===== config.mk =====
export PLATFORM = sky130hd
export DESIGN_NAME = echo_range_median_filter
export DESIGN_NICKNAME = d
export VERILOG_FILES = /design/src/rtl/core/erm_pkg.sv /design/src/rtl/core/echo_range_median_filter.sv /design/src/rtl/core/erm_conv.sv /design/src/rtl/core/erm_window.sv
export SDC_FILE = /design/constraint.sdc
export NUM_CORES = 1
export LEC_CHECK = 0
export ABC_AREA = 1
export BUFFER_PORTS_ARGS = -buffer_cell sky130_fd_sc_hd__buf_2
export CAP_MARGIN = 25
export CORE_ASPECT_RATIO = 0.9
export CORE_MARGIN = 2
export CORE_UTILIZATION = 50
export DETAILED_ROUTE_END_ITERATION = 6
export PLACE_DENSITY = 0.66
export SYNTH_ARGS = -nofsm -noshare
export SYNTH_HDL_FRONTEND = slang
export SYNTH_SLANG_ARGS = --single-unit

===== constraint.sdc =====
create_clock -name clk -period 6.2 [get_ports clk]
set_input_delay 1.24 -clock clk [delete_from_list [all_inputs] [get_ports clk]]
set_output_delay 1.24 -clock clk [all_outputs]
set_load 0.01 [all_outputs]

===== src/rtl/core/erm_pkg.sv =====
package erm_pkg;

  localparam int unsigned WINDOW_SIZE = 13;
  localparam int unsigned IDX_W       = $clog2(WINDOW_SIZE);
  localparam int unsigned MEDIAN_IDX  = WINDOW_SIZE / 2;

  localparam int unsigned WIDTH_W = 16;
  localparam int unsigned CAL_W   = 8;
  localparam int unsigned DIST_W  = 14;
  localparam int unsigned TDATA_IN_W  = 16;
  localparam int unsigned TDATA_OUT_W = 16;

  localparam logic [CAL_W-1:0] CALIB_RESET = 8'd5;

  // mm = floor(d * 50 / 291). A truncated reciprocal 11260 / 2^16 gives an
  // estimate that is low by at most one; the remainder check fixes that.
  localparam int unsigned RECIP_W  = 14;
  localparam int unsigned MM_SHIFT = 16;
  localparam logic [RECIP_W-1:0] MM_RECIP = 14'd11260;
  localparam int unsigned PROD_W = WIDTH_W + RECIP_W;
  localparam int unsigned REM_W  = 23;
  localparam logic [REM_W-1:0] MM_NUM = 23'd50;
  localparam logic [REM_W-1:0] MM_DEN = 23'd291;

  typedef enum logic [2:0] {
    ST_IDLE,
    ST_MUL,
    ST_CORR,
    ST_INSERT,
    ST_EMIT
  } state_t;

  typedef struct packed {
    logic load;
    logic mul;
    logic corr;
  } conv_ctl_t;

  typedef struct packed {
    logic start;
    logic step;
    logic clear;
  } win_ctl_t;

  typedef struct packed {
    logic placed;
    logic full;
  } win_stat_t;

endpackage


===== src/rtl/core/echo_range_median_filter.sv =====
// Median filter for ultrasonic echo widths. Each transaction on the input
// stream carries one echo pulse width in microseconds. The block subtracts
// the calibration offset (saturating at zero), converts the difference d to
// millimetres as floor(d*50/291), and inserts the distance into a 13-entry
// window kept in descending order, a new value landing after any equal
// ones. Every 13th sample completes the window: its middle entry leaves as
// one output transaction and the window starts over empty. Each sample is
// converted in order (offset subtracted and loaded, multiplied by the
// reciprocal, corrected), then walked through the window from its first free
// slot, moving smaller entries up; the walk uses a single comparator that
// visits one entry a cycle. The sample that completes a window then passes
// through an emit state that hands the median to the output register, and
// waits there while an earlier median has not been taken. The input is not
// ready while a sample is being processed. The offset register resets to 5
// and should only be written while the block is idle.
module echo_range_median_filter (
  input  logic                               clk,
  input  logic                               rst,
  input  logic                               s_axis_tvalid,
  output logic                               s_axis_tready,
  input  logic [erm_pkg::TDATA_IN_W-1:0]     s_axis_tdata,  // [15:0] echo_width_us
  output logic                               m_axis_tvalid,
  input  logic                               m_axis_tready,
  output logic [erm_pkg::TDATA_OUT_W-1:0]    m_axis_tdata,  // [13:0] median_mm, [15:14] zero
  input  logic                               cfg_we,
  input  logic [erm_pkg::CAL_W-1:0]          cfg_wdata
);

  erm_pkg::state_t           state;
  erm_pkg::state_t           state_next;
  erm_pkg::conv_ctl_t        conv_ctl;
  erm_pkg::win_ctl_t         win_ctl;
  erm_pkg::win_stat_t        win_stat;
  logic [erm_pkg::CAL_W-1:0] calib_offset_us;
  logic [erm_pkg::DIST_W-1:0] dist_mm;
  logic [erm_pkg::DIST_W-1:0] median;
  logic                      emit_fire;

  always_ff @(posedge clk) begin
    if (rst) begin
      calib_offset_us <= erm_pkg::CALIB_RESET;
    end else if (cfg_we) begin
      calib_offset_us <= cfg_wdata;
    end
  end

  always_ff @(posedge clk) begin
    if (rst) begin
      state <= erm_pkg::ST_IDLE;
    end else begin
      state <= state_next;
    end
  end

  always_comb begin
    state_next = state;
    case (state)
      erm_pkg::ST_IDLE: begin
        if (s_axis_tvalid) begin
          state_next = erm_pkg::ST_MUL;
        end
      end
      erm_pkg::ST_MUL: begin
        state_next = erm_pkg::ST_CORR;
      end
      erm_pkg::ST_CORR: begin
        state_next = erm_pkg::ST_INSERT;
      end
      erm_pkg::ST_INSERT: begin
        if (win_stat.full) begin
          state_next = erm_pkg::ST_EMIT;
        end else if (win_stat.placed) begin
          state_next = erm_pkg::ST_IDLE;
        end
      end
      erm_pkg::ST_EMIT: begin
        if (!m_axis_tvalid || m_axis_tready) begin
          state_next = erm_pkg::ST_IDLE;
        end
      end
      default: begin
        state_next = erm_pkg::ST_IDLE;
      end
    endcase
  end

  always_comb begin
    s_axis_tready = 1'b0;
    emit_fire     = 1'b0;
    conv_ctl      = '0;
    win_ctl       = '0;
    case (state)
      erm_pkg::ST_IDLE: begin
        s_axis_tready = 1'b1;
        conv_ctl.load = s_axis_tvalid;
      end
      erm_pkg::ST_MUL: begin
        conv_ctl.mul = 1'b1;
      end
      erm_pkg::ST_CORR: begin
        conv_ctl.corr = 1'b1;
        win_ctl.start = 1'b1;
      end
      erm_pkg::ST_INSERT: begin
        win_ctl.step = 1'b1;
      end
      erm_pkg::ST_EMIT: begin
        emit_fire     = !m_axis_tvalid || m_axis_tready;
        win_ctl.clear = emit_fire;
      end
      default: begin
        s_axis_tready = 1'b0;
      end
    endcase
  end

  erm_conv u_conv (
    .clk     (clk),
    .ctl     (conv_ctl),
    .width   (s_axis_tdata[erm_pkg::WIDTH_W-1:0]),
    .offset  (calib_offset_us),
    .dist_mm (dist_mm)
  );

  erm_window u_window (
    .clk     (clk),
    .rst     (rst),
    .ctl     (win_ctl),
    .dist_mm (dist_mm),
    .stat    (win_stat),
    .median  (median)
  );

  always_ff @(posedge clk) begin
    if (rst) begin
      m_axis_tvalid <= 1'b0;
    end else if (emit_fire) begin
      m_axis_tvalid <= 1'b1;
    end else if (m_axis_tready) begin
      m_axis_tvalid <= 1'b0;
    end
  end

  always_ff @(posedge clk) begin
    if (emit_fire) begin
      m_axis_tdata <= erm_pkg::TDATA_OUT_W'(median);
    end
  end

endmodule


===== src/rtl/core/erm_conv.sv =====
module erm_conv (
  input  logic                          clk,
  input  erm_pkg::conv_ctl_t            ctl,
  input  logic [erm_pkg::WIDTH_W-1:0]   width,
  input  logic [erm_pkg::CAL_W-1:0]     offset,
  output logic [erm_pkg::DIST_W-1:0]    dist_mm
);

  logic [erm_pkg::WIDTH_W-1:0] d;
  logic [erm_pkg::WIDTH_W-1:0] d_next;
  logic [erm_pkg::PROD_W-1:0]  prod;
  logic [erm_pkg::DIST_W-1:0]  q0;
  logic [erm_pkg::REM_W-1:0]   scaled;
  logic [erm_pkg::REM_W-1:0]   back;
  logic [erm_pkg::REM_W-1:0]   rem;
  logic [erm_pkg::DIST_W-1:0]  dist_next;

  always_comb begin
    if (width > erm_pkg::WIDTH_W'(offset)) begin
      d_next = width - erm_pkg::WIDTH_W'(offset);
    end else begin
      d_next = '0;
    end
  end

  // The estimate never exceeds the true quotient, so the remainder is
  // non-negative and below twice the divisor.
  always_comb begin
    q0        = prod[erm_pkg::MM_SHIFT +: erm_pkg::DIST_W];
    scaled    = erm_pkg::REM_W'(d) * erm_pkg::MM_NUM;
    back      = erm_pkg::REM_W'(q0) * erm_pkg::MM_DEN;
    rem       = scaled - back;
    dist_next = (rem >= erm_pkg::MM_DEN) ? q0 + 1'b1 : q0;
  end

  always_ff @(posedge clk) begin
    if (ctl.load) begin
      d <= d_next;
    end
    if (ctl.mul) begin
      prod <= erm_pkg::PROD_W'(d) * erm_pkg::PROD_W'(erm_pkg::MM_RECIP);
    end
    if (ctl.corr) begin
      dist_mm <= dist_next;
    end
  end

endmodule


===== src/rtl/core/erm_window.sv =====
module erm_window (
  input  logic                          clk,
  input  logic                          rst,
  input  erm_pkg::win_ctl_t             ctl,
  input  logic [erm_pkg::DIST_W-1:0]    dist_mm,
  output erm_pkg::win_stat_t            stat,
  output logic [erm_pkg::DIST_W-1:0]    median
);

  logic [erm_pkg::DIST_W-1:0] win [erm_pkg::WINDOW_SIZE];
  logic [erm_pkg::IDX_W-1:0]  count;
  logic [erm_pkg::IDX_W-1:0]  idx;
  logic [erm_pkg::IDX_W-1:0]  idx_m1;
  logic [erm_pkg::DIST_W-1:0] prev;
  logic                       shift_up;

  // The walk starts at the first free slot and moves smaller entries up by
  // one until it meets an entry that is not smaller than the new distance.
  always_comb begin
    idx_m1   = idx - 1'b1;
    prev     = (idx != '0) ? win[idx_m1] : '0;
    shift_up = (idx != '0) && (prev < dist_mm);
    stat.placed = ctl.step && !shift_up;
    stat.full   = stat.placed &&
                  (count == erm_pkg::IDX_W'(erm_pkg::WINDOW_SIZE - 1));
    median      = win[erm_pkg::MEDIAN_IDX];
  end

  always_ff @(posedge clk) begin
    if (rst) begin
      count <= '0;
    end else if (ctl.clear) begin
      count <= '0;
    end else if (stat.placed) begin
      count <= count + 1'b1;
    end
  end

  always_ff @(posedge clk) begin
    if (ctl.start) begin
      idx <= count;
    end else if (ctl.step && shift_up) begin
      idx <= idx_m1;
    end
    if (ctl.step) begin
      win[idx] <= shift_up ? prev : dist_mm;
    end
  end

endmodule


==> flow_metrics.tcl, run 1 <==
set metrics [dict create \
    status "finished, violations left" \
    violations "design-rule violations" \
    die_w_um 214 \
    hold_class "flop to flop" \
    port_buffers 44 \
    row_count 69 \
    cts_buffers 27 \
    antenna_found_initial 0 \
    finalClockSkew_ns 0.0140 \
    core_um2 39200 \
    netlist_area_um2 19800 \
    fin_area_um2 21900 \
    viasPerCell 5.33 \
    synth_top_area_share 0.371 \
    root_buffer "clkbuf_16" \
    setup-violations-final 0 \
    cp-start-kind "flop" \
    drc 1 \
    crit_path_cell_trace "fa_1 > xor2_1 > ha_1 > fa_1 > inv_1 > fa_1 > inv_1 > fa_1 > ha_1 > nand2_1 > nor2_1 > nand4_1 > o211ai_1 > a21boi_0 > o21ai_0 > nand3_1 > nand2_1 > xor2_1" \
    fin_crit_sh 0.956 \
    grt_pass1_wl_mm 75.1 \
    grt_use_total 0.234 \
    place_congestion 0.876 \
    async_flop_share 0 \
    worst_pin_slew_ns 1.02 \
    antenna_cells 0 \
    worst_path_largest_cell_delay_ns 0.69 \
    crit_type "flop to flop" \
    final_hold_viol_count 0 \
    holdWs_ns 0.447 \
    pin_count 47 \
    initial_core_util 0.504 \
    end_kind "flop" \
    synth_compound_area_frac 0.0966 \
    final_cells 2637 \
    crit_buf_inv 2 \
    cpMaxStageDelayCell "fa_1" \
    slew_headroom 0.321 \
    worst-path-max-fanout 8 \
    cts_htree_levels 1 \
    synth_warnings 0 \
    place_hpwl_mm 35.1 \
    postRouteWirelength_mm 46.3 \
    max_freq_mhz 169 \
    clock_latency_ns 0.55 \
    required_ns 6.49 \
    die_h_um 193 \
    grt_pass1_vias 13900 \
    synth-seq-area-share 0.387 \
    drt-wirelength-per-cell_um 17.6 \
    synth-xor-area-share 0.0341 \
    dieArea_um2 41100 \
    cts_buffer_depth 3 \
    synth_top_family_by_area "adder cells" \
    ys_seq_elements 260 \
    cp.arrival_ns 6.21 \
    yosys.area.top_type "edfxtp_1" \
    synth_area_per_cell_um2 9.89 \
    synth-edff-count 244 \
    synthMuxAreaShare 0 \
    vias 14100 \
    synthSimpleGateAreaFrac 0.120 \
    placed_area_um2 20900 \
    synthCells 1998 \
    grt_max_degree 75 \
    synth_ff_type "edfxtp_1" \
    grt-ovfl-total 0 \
    drive_gt1_frac 0.0912 \
    synth_cell_types 51 \
    antenna_left 0 \
    clk_pin_slew_worst_paths_ns 0.06 \
    synth.area.top_cells "edfxtp_1 (37%), ha_1 (15%), fa_1 (14%)" \
    period_needed_ns 5.92 \
    drt_iter0_drc 1020 \
    drt_first_pass_iters 7 \
    synth-adder-area-share 0.285 \
    maxCapViolations 0 \
    cpLargestDelayFamily "adder cells" \
    numClockSinks 260 \
    dp.cells 2577 \
    cts_tree "built" \
    final_nets 2482 \
    maxSlewViolCount 0 \
    totalNegativeSetupSlack_ns 0 \
    crit_top_cell "fa_1" \
    synthToLayoutAreaGrowth_pct 11.1 \
]
-- area by class of cell --
cell class	count	area (µm²)
tap	532	666
timing repair buffer	99	651
sequential	260	7650
fill	3453	17200
clock inverter	18	184
inverter	355	1330
clock buffer	32	694
multi-input combinational	1341	10800
-- layer usage --
metal | up-vias | track usage | share of wire
met5 | - | 0 | 0
met4 | 0 | 0.0417 | 0.015
met3 | 42 | 0.0308 | 0.054
met2 | 368 | 0.365 | 0.45
met1 | 6768 | 0.352 | 0.48
li1 | 6886 | - | -
-- Yosys cell counts (3+ instances only) --
cell type / number
nand2_2: 6
dfxtp_1: 16
nand3_1: 70
buf_4: 3
xor2_1: 42
a31oi_1: 6
fa_1: 135
a21oi_1: 159
inv_2: 5
nor2_1: 99
clkbuf_1: 22
o21bai_1: 4
buf_1: 5
a211oi_1: 18
a221oi_1: 14
ha_1: 234
o21a_1: 5
nand4_1: 29
nor3_1: 24
o22ai_1: 13
a22oi_1: 13
o211ai_1: 3
a21oi_2: 4
buf_2: 13
inv_1: 348
edfxtp_1: 244
nor2_2: 3
xnor2_1: 35
nand2_1: 309
nor4_1: 3
o21ai_0: 90
-- flip-flops by register name, indices dropped and copies added (netlist names) --
register,cells
m_axis_tdata,14
m_axis_tvalid,1
u_window.idx,4
u_conv.prod,14
calib_offset_us,8
u_conv.d,16
u_window.win,182
u_window.count,4
state,3
u_conv.dist_mm,14
-- kinds of logic (layout without fill, tap and decap cells) --
family / after synthesis / in the layout
other: 1 / 2
buffers and inverters: 399 / 504
flip-flops: 260 / 260
AO/OA/AOI/OAI: 337 / 337
adder cells (fa/ha/maj): 369 / 369
XOR/XNOR: 77 / 77
AND/OR/NAND/NOR: 555 / 556
-- cells in the final DEF, fill, tap and decap left out, drive strengths merged, types with 25 or more instances in the layout --
master and n:
nand2 315, nor3 25, inv 357, clkbuf 32, nand3 72, buf 99
xnor2 35, a21oi 163, o21ai 92, nor2 103, nand4 29, xor2 42
edfxtp 244, ha 234, fa 135
-- metrics by stage --
stage	setup slack, ns	utilization
3_3_place_gp	0.255	0.532
2_1_floorplan	0.661	-
6_report	0.275	0.560
4_1_cts	0.0810	0.555
3_5_place_dp	0.110	0.533
5_1_grt	-0.0309	0.560
-- worst register-to-register path, cell delays in order (launching register included) --
cell	delay [ns]
edfxtp_1	0.64
fa_1	0.69
xor2_1	0.21
ha_1	0.28
fa_1	0.50
inv_1	0.07
fa_1	0.53
inv_1	0.05
fa_1	0.47
ha_1	0.45
nand2_1	0.12
nor2_1	0.23
nand4_1	0.11
o211ai_1	0.36
a21boi_0	0.26
o21ai_0	0.37
nand3_1	0.15
nand2_1	0.11
xor2_1	0.06
-- final timing paths --
path / from / to / slack [ns] / cells past startpoint
hold reg to reg: u_window.win[6][12] / m_axis_tdata[12] / 0.45 / 0
hold / removal: u_window.win[6][12] / m_axis_tdata[12] / 0.45 / 0
setup / recovery: u_conv.d[9] / u_conv.prod[28] / 0.28 / 18
setup reg to reg: u_conv.d[9] / u_conv.prod[28] / 0.28 / 18
-- timing repair --
action,4_1_cts,5_1_grt
endpoints found under the setup margin,0,15
gates resized for setup,0,23
buffers inserted,0,9
hold buffers,0,0
hold endpoints to repair,0,0
Power of run 1 is not shown: default switching activity piles up to over one toggle a cycle in this logic, so the estimate is an artifact.
==> inputs of run 2 (changes only) <==
--- a/config.mk
+++ b/config.mk
@@ -10,9 +10,9 @@
 export CAP_MARGIN = 25
 export CORE_ASPECT_RATIO = 0.9
 export CORE_MARGIN = 2
-export CORE_UTILIZATION = 50
+export CORE_UTILIZATION = 40
 export DETAILED_ROUTE_END_ITERATION = 6
-export PLACE_DENSITY = 0.66
+export PLACE_DENSITY = 0.55
 export SYNTH_ARGS = -nofsm -noshare
 export SYNTH_HDL_FRONTEND = slang
 export SYNTH_SLANG_ARGS = --single-unit
==> run 2 against run 1 <==
Against the previous run:
- final cell count rose by 4.1%
- global-route usage fell by 4.5 points
- via count shrank 0.22%
- utilization is 10 points lower
- clock-buffer cell count did not move
- flip-flop and latch count stayed put
- worst setup slack better by 0.17 ns
- the flow now finishes without violations
- die area increased by 24%
- highest routed layer unchanged
- wire length is 2.8% higher
- maximum frequency increased by 3.0%
- worst hold slack improved by 0.0026 ns
- final area up 1.5%
==> flow_metrics.tcl, run 2 (synthesized netlist as in run 1, its figures left out) <==
set metrics [dict create \
    cpLargestDelayFamily "adder cells" \
    rr_worst_depth 25 \
    placed_area_um2 21000 \
    row_count 77 \
    drt_iter0_drc 1006 \
    multi_input_area_um2 10900 \
    die_h_um 215 \
    reg2reg_setup_slack_ns 0.45 \
    layout_setup_ws_ns 0.446 \
    crit_buf_inv 4 \
    hold_depth 0 \
    worstHoldStart "u_window.win[6][10]" \
    place_hpwl_mm 36.3 \
    cts_htree_levels 1 \
    drive_gt1_frac 0.100 \
    setup-violations-final 0 \
    dp_worst_setup_slack_ns 0.163 \
    final_hold_viol_count 0 \
    drt-wirelength-per-cell_um 17.4 \
    die_w_um 238 \
    core_um2 48900 \
    grt_use_total 0.189 \
    port_buffers 44 \
    r2r-start "u_conv.d[3]" \
    synthToLayoutAreaGrowth_pct 12.7 \
    cp.arrival_ns 6.05 \
    num-fill-cells 4664 \
    crit_type "flop to flop" \
    timing.rr.end "u_conv.dist_mm[5]" \
    dieArea_um2 51200 \
    cts_buffers 28 \
    grt_pass1_wl_mm 76.8 \
    final_cell_mix "inv_1 (348), nand2_1 (308), edfxtp_1 (244)" \
    initial_core_util 0.404 \
    hold_buffers 0 \
    slew_headroom 0.306 \
    hold_class "flop to flop" \
    pin_count 47 \
    antenna_left 0 \
    vias 14000 \
    hold_end "m_axis_tdata[10]" \
    drc 0 \
    place_congestion 0.902 \
    viasPerCell 5.11 \
    maxCapViolations 0 \
    antenna_cells 0 \
    worst_pin_slew_ns 1.04 \
    clock_latency_ns 0.55 \
    grt-ovfl-total 0 \
    postRouteWirelength_mm 47.6 \
    cpMaxStageDelayCell "edfxtp_1" \
    worst-path-max-fanout 7 \
    root_buffer "clkbuf_16" \
    worst_path_largest_cell_delay_ns 0.53 \
    cp-start-kind "flop" \
    end_kind "flop" \
    status "finished clean" \
    top_register "u_window.win" \
    crit_top_cell "inv_1" \
    fin_area_um2 22300 \
    final_nets 2490 \
    fin_crit_sh 0.928 \
    numClockSinks 260 \
    antenna_found_initial 0 \
    register_area_um2 7650 \
    grt_max_degree 59 \
    rsz0062_at_grt "false" \
    period_needed_ns 5.75 \
    cts_tree "built" \
    top_regs "u_window.win: 182 flops, u_conv.d: 16 flops" \
    cts_buffer_depth 3 \
    grt_pass1_vias 14100 \
    totalNegativeSetupSlack_ns 0 \
    mostFrequentLayoutCell "inv_1" \
    max_freq_mhz 174 \
    clk_pin_slew_worst_paths_ns 0.06 \
    largest_reg_flops 182 \
    required_ns 6.49 \
    finalClockSkew_ns 0.0147 \
    maxSlewViolCount 0 \
    drt_first_pass_iters 6 \
]
[run 2: cell types whose count changed in the layout (fill, tap and decap cells not counted), sizes merged]
cell | before | now
buf | 99 | 106
inv | 357 | 354
bufinv | 3 | 2
clkinv | 11 | 17
clkinvlp | 2 | 0
[run 2: worst max-delay path by stage]
stage                     slack [ns]                 to         from  depth (start not counted)
after floorplan                 0.66  u_conv.dist_mm[8]  u_conv.d[4]                         28
after global placement          0.24  u_conv.dist_mm[2]  u_conv.d[3]                         28
after detailed placement        0.16  u_conv.dist_mm[5]  u_conv.d[3]                         28
after CTS                       0.12  u_conv.dist_mm[5]  u_conv.d[3]                         28
after global routing            0.01  u_conv.dist_mm[1]  u_conv.d[2]                         30
final                           0.45  u_conv.dist_mm[5]  u_conv.d[3]                         25
[run 2: metrics by stage]
| step | hold WS [ns] | cells | util |
|---|---|---|---|
| after floorplan | 0.427 | 1999 | - |
| after global placement | 0.435 | 2674 | 0.429 |
| after detailed placement | 0.433 | 2679 | 0.430 |
| after CTS | 0.448 | 2729 | 0.448 |
| after global routing | 0.464 | 2744 | 0.455 |
| final | 0.450 | 2744 | 0.455 |
[run 2: worst register-to-register path, delay by kind of cell (launching register included)]
kind | cells | cell delay (ns)
adders and majority gates | 6 | 2.25
and+or+nand+nor | 11 | 1.57
AOI/OAI and AO/OA | 3 | 0.59
DFF | 1 | 0.53
xor gates and xnor gates | 1 | 0.32
buffers and inverters | 4 | 0.24
[run 2: cell type report]
cell class / count / share of cell area
multi-input cells: 1341 / 0.488
flip-flops and latches: 260 / 0.343
inverters: 355 / 0.0598
well taps: 632 / 0.0355
repair buffers: 106 / 0.0340
clock buffers: 32 / 0.0331
clock inverters: 18 / 0.00652
[run 2: repair_timing]
action | in CTS | in global routing
gates resized for setup | 0 | 35
setup endpoints to repair | 0 | 14
setup buffers | 0 | 10
[run 2: metal layers]
layer  up-vias  global-route usage  share of wire
li1       6913                   -              -
met1      6774               0.281           0.50
met2       288               0.297           0.44
met3        58              0.0230          0.041
met4         0              0.0398          0.021
met5         -                   0              0
Power of run 2 is left out for the same reason.
